**src/hw/rtl/elpc_pkg.sv**
```systemverilog
// Shared types, character constants and verdict codes for the local-part checker.
`timescale 1ns / 1ps

package elpc_pkg;

  // Verdict codes
  localparam logic [3:0] VERDICT_OK         = 4'd0;
  localparam logic [3:0] VERDICT_EMPTY      = 4'd1;
  localparam logic [3:0] VERDICT_NON_ASCII  = 4'd2;
  localparam logic [3:0] VERDICT_CONTROL    = 4'd3;
  localparam logic [3:0] VERDICT_BAD_QUOTE  = 4'd4;
  localparam logic [3:0] VERDICT_DOTS       = 4'd5;
  localparam logic [3:0] VERDICT_SPECIAL    = 4'd6;
  localparam logic [3:0] VERDICT_WHITESPACE = 4'd7;
  localparam logic [3:0] VERDICT_OPEN_QUOTE = 4'd8;
  localparam logic [3:0] VERDICT_MAX        = VERDICT_OPEN_QUOTE;

  // Character codes
  localparam logic [7:0] CH_NUL    = 8'h00;
  localparam logic [7:0] CH_TAB    = 8'h09;
  localparam logic [7:0] CH_LF     = 8'h0A;
  localparam logic [7:0] CH_CR     = 8'h0D;
  localparam logic [7:0] CH_SPACE  = 8'h20;
  localparam logic [7:0] CH_QUOTE  = 8'h22;
  localparam logic [7:0] CH_DOT    = 8'h2E;
  localparam logic [7:0] CH_AT     = 8'h40;
  localparam logic [7:0] CH_BSLASH = 8'h5C;
  localparam logic [7:0] CH_DEL    = 8'h7F;

  typedef struct packed {
    logic       in_quote;
    logic       in_pair;
    logic [7:0] previous_byte;
    logic       at_start;
    logic       dot_pending;
    logic       space_pending;
    logic       stopped_on_nul;
    logic [3:0] first_error;
  } scan_state_t;

  localparam scan_state_t SCAN_STATE_RESET = '{
    in_quote:       1'b0,
    in_pair:        1'b0,
    previous_byte:  CH_NUL,
    at_start:       1'b1,
    dot_pending:    1'b0,
    space_pending:  1'b0,
    stopped_on_nul: 1'b0,
    first_error:    VERDICT_OK
  };

  function automatic logic is_ws(input logic [7:0] c);
    return (c == CH_SPACE) || (c == CH_TAB) || (c == CH_CR) || (c == CH_LF);
  endfunction

  function automatic logic is_special(input logic [7:0] c);
    logic hit;
    begin
      unique case (c)
        8'h28, 8'h29, 8'h3C, 8'h3E, CH_AT,
        8'h2C, 8'h3B, 8'h3A, CH_BSLASH,
        8'h5B, 8'h5D, CH_SPACE: hit = 1'b1;
        default:                hit = 1'b0;
      endcase
      return hit;
    end
  endfunction

endpackage

```
**src/hw/rtl/elpc_scan.sv**
```systemverilog
// One-byte scan step: next scanner state and verdict for one request.
`timescale 1ns / 1ps

module elpc_scan (
  input  elpc_pkg::scan_state_t cur,
  input  logic [7:0]            char_code,
  input  logic                  has_char,
  input  logic                  last_char,
  output elpc_pkg::scan_state_t nxt,
  output logic [3:0]            verdict
);
  import elpc_pkg::*;

  scan_state_t s;
  logic        stop;

  always_comb begin
    s    = cur;
    stop = 1'b0;
    if (has_char) begin
      if ((cur.first_error == VERDICT_OK) && !cur.stopped_on_nul) begin
        // settle lookahead checks left by the previous byte
        if (s.dot_pending) begin
          s.dot_pending = 1'b0;
          if (char_code == CH_DOT) begin
            s.first_error = VERDICT_DOTS;
            stop          = 1'b1;
          end
        end
        if (!stop && s.space_pending) begin
          s.space_pending = 1'b0;
          if (!((char_code == CH_QUOTE) || is_ws(char_code))) begin
            s.first_error = VERDICT_WHITESPACE;
            stop          = 1'b1;
          end
        end
        if (!stop) begin
          if (char_code == CH_NUL) begin
            s.stopped_on_nul = 1'b1;
          end else if (char_code[7]) begin
            s.first_error = VERDICT_NON_ASCII;
          end else if (((char_code < CH_SPACE) || (char_code == CH_DEL)) && !cur.in_quote) begin
            s.first_error = VERDICT_CONTROL;
          end else begin
            if (!cur.in_quote) begin
              if (char_code == CH_QUOTE) begin
                if (cur.at_start || (cur.previous_byte == CH_DOT)) begin
                  s.in_quote = 1'b1;
                end else begin
                  s.first_error = VERDICT_BAD_QUOTE;
                  stop          = 1'b1;
                end
              end else if (char_code == CH_DOT) begin
                if (cur.at_start) begin
                  s.first_error = VERDICT_DOTS;
                  stop          = 1'b1;
                end else if (!last_char) begin
                  s.dot_pending = 1'b1;
                end
              end else if (is_special(char_code)) begin
                s.first_error = VERDICT_SPECIAL;
                stop          = 1'b1;
              end
            end else if (cur.in_pair) begin
              s.in_pair = 1'b0;
            end else if (char_code == CH_QUOTE) begin
              s.in_quote = 1'b0;
            end else if (char_code == CH_BSLASH) begin
              s.in_pair = 1'b1;
            end else if (is_ws(char_code)) begin
              if (!((cur.previous_byte == CH_QUOTE) || is_ws(cur.previous_byte)) &&
                  !last_char) begin
                s.space_pending = 1'b1;
              end
            end
            if (!stop) begin
              s.previous_byte = char_code;
            end
          end
        end
      end
      s.at_start = 1'b0;
    end

    priority if (s.first_error != VERDICT_OK) begin
      verdict = s.first_error;
    end else if (s.at_start) begin
      verdict = VERDICT_EMPTY;
    end else if (s.in_quote) begin
      verdict = VERDICT_OPEN_QUOTE;
    end else begin
      verdict = VERDICT_OK;
    end

    // a verdict closes the local part: start clean for the next one
    nxt = last_char ? SCAN_STATE_RESET : s;
  end

endmodule

```
**config.mk**
```make
export PLATFORM = sky130hd
export DESIGN_NAME = elpc_scan
export DESIGN_NICKNAME = d
export VERILOG_FILES = /design/src/hw/rtl/elpc_pkg.sv /design/src/hw/rtl/elpc_scan.sv
export SDC_FILE = /design/constraint.sdc
export NUM_CORES = 1
export LEC_CHECK = 0
export CAP_MARGIN = 30
export CELL_PAD_IN_SITES_DETAIL_PLACEMENT = 1
export CELL_PAD_IN_SITES_GLOBAL_PLACEMENT = 2
export CORE_ASPECT_RATIO = 1.2
export CORE_MARGIN = 3
export CORE_UTILIZATION = 34
export DETAILED_ROUTE_END_ITERATION = 16
export DONT_BUFFER_PORTS = 1
export PLACE_DENSITY_LB_ADDON = 0.1
export SYNTH_ARGS = -nofsm -noshare
export SYNTH_HDL_FRONTEND = slang
export SYNTH_SLANG_ARGS = --single-unit
export TNS_END_PERCENT = 30
```
**constraint.sdc**
```tcl
create_clock -name vclk -period 2.9
set_clock_uncertainty 0.2 [all_clocks]
set_input_delay 0.435 -clock vclk [all_inputs]
set_output_delay 0.435 -clock vclk [all_outputs]
set_load 0.05 [all_outputs]
```
Yosys cells after proc, flatten, opt, wreduce, memory -nomap -nowiden
Cells that the tools add are included.
W data, S select, Z words.
{"block": "classes", "reduce_logical": 23, "muxes": 81, "eq_ne": 24, "n_lt_le_gt_ge": 1}
{"op": "$eq A8 B6 Y1 const B", "n": 13}
{"op": "$mux W4", "n": 16}
{"op": "$mux W1", "n": 52}
{"op": "$mux W10", "n": 5}
{"op": "$eq A8 B4 Y1 const B", "n": 6}
{"op": "$eq A8 B7 Y1 const B", "n": 5}
{"op": "$mux W18", "n": 2}
{"op": "$mux W7", "n": 2}
{"op": "$reduce_or A12 Y1", "n": 1}
{"op": "$logic_or A1 B1 Y1", "n": 10}
{"op": "$logic_not A8 Y1", "n": 1}
{"op": "$lt A8 B6 Y1 const B", "n": 1}
{"op": "$mux W8", "n": 1}
{"op": "$mux W2", "n": 3}
{"op": "$logic_not A1 Y1", "n": 5}
{"op": "$logic_and A1 B1 Y1", "n": 4}
{"op": "$logic_not A4 Y1", "n": 1}
{"op": "$reduce_bool A4 Y1", "n": 1}
{"block": "word_totals", "out_inout_bits": 22, "in_bits": 28, "regBits": 0, "word_cells": 129}

Depth between registers and ports, before layout
{"block": "logic_depth", "word_depth": 33, "mapped_depth": 8, "depth_no_buf": 6}

Least setup slack after synthesis
OpenSTA, ideal clock, no wires.
{"block": "synth_path", "kind": "input -> output", "start": "in char_code[6]", "end": "out verdict[3]", "required_time_ns": 2.265, "path_buffers": 1, "cell_stages": 7, "slack_ns": -1.355, "arrival_ns": 3.620, "path_cell_list": "clkbuf_2 nor4_4 and3_2 nor2_1 and2_1 o32a_1 o41ai_1"}
{"block": "synth_via", "elab_chain_cells": 24, "word_cells_on_any_way": 76, "classes_between": "1 x order compare; 18 x eq/ne; 46 x mux; 11 x reduce/logical"}
{"element": "from (decl)", "line_no": "elpc_scan.sv:6", "text": "input logic [7:0] char_code,"}
{"element": "$eq A8 B6 Y1, or another cell as far along", "line_no": "elpc_pkg.sv:53, elpc_pkg.sv:59"}
{"element": "$reduce_or A12 Y1", "line_no": "elpc_pkg.sv:59", "text": "unique case (c)"}
{"element": "$mux W1", "line_no": "elpc_pkg.sv:59"}
{"element": "$mux W1", "line_no": "elpc_scan.sv:53", "text": "end else if (char_code == CH_DOT) begin"}
{"element": "$mux W1", "line_no": "elpc_scan.sv:46", "text": "if (char_code == CH_QUOTE) begin"}
{"element": "$mux W1", "line_no": "elpc_scan.sv:45", "text": "if (!cur.in_quote) begin"}
{"element": "$mux W1", "line_no": "elpc_scan.sv:42", "text": "end else if (((char_code < CH_SPACE) || (char_code == CH_DEL)) && !cur.in_quote) begin"}
{"element": "$mux W1", "line_no": "elpc_scan.sv:40", "text": "end else if (char_code[7]) begin"}
{"element": "[... 8 more ...]"}
{"element": "$mux W4", "line_no": "elpc_scan.sv:42"}
{"element": "$mux W4", "line_no": "elpc_scan.sv:40"}
{"element": "$mux W4", "line_no": "elpc_scan.sv:38", "text": "if (char_code == CH_NUL) begin"}
{"element": "$mux W7", "line_no": "elpc_scan.sv:37", "text": "if (!stop) begin"}
{"element": "$mux W7", "line_no": "elpc_scan.sv:21", "text": "if ((cur.first_error == VERDICT_OK) && !cur.stopped_on_nul) begin"}
{"element": "$mux W18 (*)", "line_no": "elpc_scan.sv:20", "text": "if (has_char) begin"}
{"element": "$reduce_bool A4 Y1", "line_no": "elpc_scan.sv:85", "text": "priority if (s.first_error != VERDICT_OK) begin"}
{"element": "$mux W4 (*)", "line_no": "elpc_scan.sv:85"}
{"element": "to (decl)", "line_no": "elpc_scan.sv:10", "text": "output logic [3:0] verdict"}
Mark *: on every way between the ends. The rest lies on a longest branch, timed or not. The select of a mux whose other input is x is not followed.

==> reports/qor.yml <==
cp_max_fo: 7
synth_most_common_cell: "nor2_1"
ff_latch_area_sq_um: 0
grt_max_degree: 20
hold_violations: 0
rows: 20
max_stage_delay_ns: 0.53
die_h_um: 63.7
ir_drop_uv: 65.1
final_cells: 208
postSynthCellCount: 145
combinationalPowerShare_pct: 100.0
stdcell_area_sq_um: 1620
p_total_mw: 0.219
wl_um: 4560
timing.final.crit_share_pct: 107
netlist_area_sq_um: 942
dpl_worst_slack_ns: -0.362
syn_area_per_cell_sq_um: 6.50
first_pass_iters: 4
worstSetupEndpointType: "primary output"
top_usage_layer: "met2"
setup_viol_count_final: 11
io_buffers: 0
grt_pass1_wl_um: 7060
violations: "setup timing"
maxCapViolCount: 0
crit_arrival_ns: 2.47
yosysTopAreaCell: "a21oi_1"
switching_share_pct: 56.2
sequential_cell_total: 0
via_per_inst: 6.25
wl_per_cell_um: 21.9
grt_util_met3_pct: 0.946
slew_viol_final: 0
seq_power_share_pct: 0
worstPathCellList: "or3_4 -> or4b_4 -> nor4_4 -> and3_4 -> buf_8 -> nand3_2 -> a21oi_4 -> buf_12"
synthTopCellsByArea: "a21oi_1 7.4%, nor2_1 6.0%, nand3_1 5.8%, o21ai_0 5.8%, buf_6 4.8%"
worst_slew_pin_slew_ns: 0.703
antenna_left: 0
p_int_mw: 0.0958
dp_hpwl_um: 3270
p_clk_share_pct: 0
antenna_found_initial: 0
ys_top_cells_by_count: "15 x nor2_1, 14 x a21oi_1, 11 x nand3_1, 11 x o21ai_0, 8 x nand2_1"
required_ns: 2.27
ys_seq_area_share_pct: 0
global_route.usage.met2_pct: 45.8
leakage_nw: 0.603
route.vias.total: 1300
grt_usage_pct: 26.2
hp-class: "in -> out"
fillCellCount: 304
start_util_pct: 36.6
max_slew_margin_pct: 52.5
crit_buf_inv: 2
coreArea_sq_um: 2580
area_growth_pct: 72.4
crit_slowest_cell: "or4b_4"
grt_pass1_vias: 1349
grt_use_met1_pct: 36.0
synth_cell_types: 51
num-nets-final: 205
placed_cells: 208
drc: 0
power.density_nw_per_um2: 135
synthesis.nets: 173
drive_gt1_share_pct: 48.6
io_pins: 50
dieWidth_um: 54.1
yosysWarnings: 0
placed_area_sq_um: 1480
fin_ws_ns: -0.207
rsz0062_at_grt: "true"
die_area_sq_um: 3440
max_freq_mhz: 322
n_clock_buffer: 0
layout_min_cycle_time_ns: 3.11
grt_overflow: 0
num_antenna_cells: 0
gp_congestion: 0.884
synth_top_area_share_pct: 7.44
critPathKind: "in -> out"
switchingPower_mw: 0.123
critPathTopFamily: "simple AND/OR/NAND/NOR gates"
status: "finished, violations left"
drt_iter0_drc: 25
start_kind: "input pin"
postCtsHoldBufs: 0
-- final timing paths --
kind / from / to / slack (ns) / depth (start not counted)
worst max-delay path: cur[2] / nxt[11] / -0.21 / 8
worst min-delay path: last_char / nxt[12] / 0.83 / 2
-- per-layer routing --
layer	up-vias	wire length, um
met3	4	149
met1	648	1970
li1	610	-
met5	-	0
met2	38	2390
met4	0	56
-- layout by cell type (no fill, tap or decap), types with 4 or more instances in the layout --
| cell type | synthesis | final |
|---|---|---|
| a21oi_1 | 14 | 5 |
| buf_4 | 2 | 28 |
| a21oi_4 | 0 | 7 |
| inv_1 | 6 | 6 |
| nand2_1 | 8 | 8 |
| nor3_1 | 5 | 5 |
| nand2b_1 | 5 | 5 |
| o21ai_2 | 0 | 4 |
| buf_12 | 0 | 12 |
| nand3_2 | 0 | 6 |
| o21ai_1 | 0 | 4 |
| nor2_1 | 15 | 14 |
-- timing repair --
action                     in CTS  in global routing
gates cloned                    0                  0
pin swaps                       5                  5
setup endpoints to repair      13                 15
buffers inserted                0                  0
gates resized for setup        23                 13
-- layout make-up --
class	instances	area, sq um	area share [%]
inverters	6	22.5	1.39
multi-input cells	128	1090	67.4
well taps	33	41.3	2.54
repair buffers	41	465	28.7
-- power groups by stage --
| stage | sequential, mW | combinational (mW) | clock [mW] |
|---|---|---|---|
| 6_report | 0 | 0.219 | 0 |
| 5_1_grt | 0 | 0.229 | 0 |
| 4_1_cts | 0 | 0.213 | 0 |
| 3_5_place_dp | 0 | 0.205 | 0 |
| 3_3_place_gp | 0 | 0.201 | 0 |
| 2_1_floorplan | 0 | 0.152 | 0 |
-- through the flow --
stage,utilization [%],setup TNS [ns],hold WS [ns]
floorplan,-,-1.47,0.808
global placement,57.3,-0.800,0.827
detailed placement,57.3,-1.44,0.827
CTS,61.6,-1.05,0.827
global route,63.0,-2.09,0.827
finish,63.0,-1.47,0.830
-- kinds of logic after synthesis --
group	after synthesis	share of synthesized area [%]
buffers and inverters	17	13.1
AO/OA/AOI/OAI	46	32.1
AND/OR/NAND/NOR	81	53.7
adder cells (fa/ha/maj)	1	1.06
(Power assumes the default switching activity.)
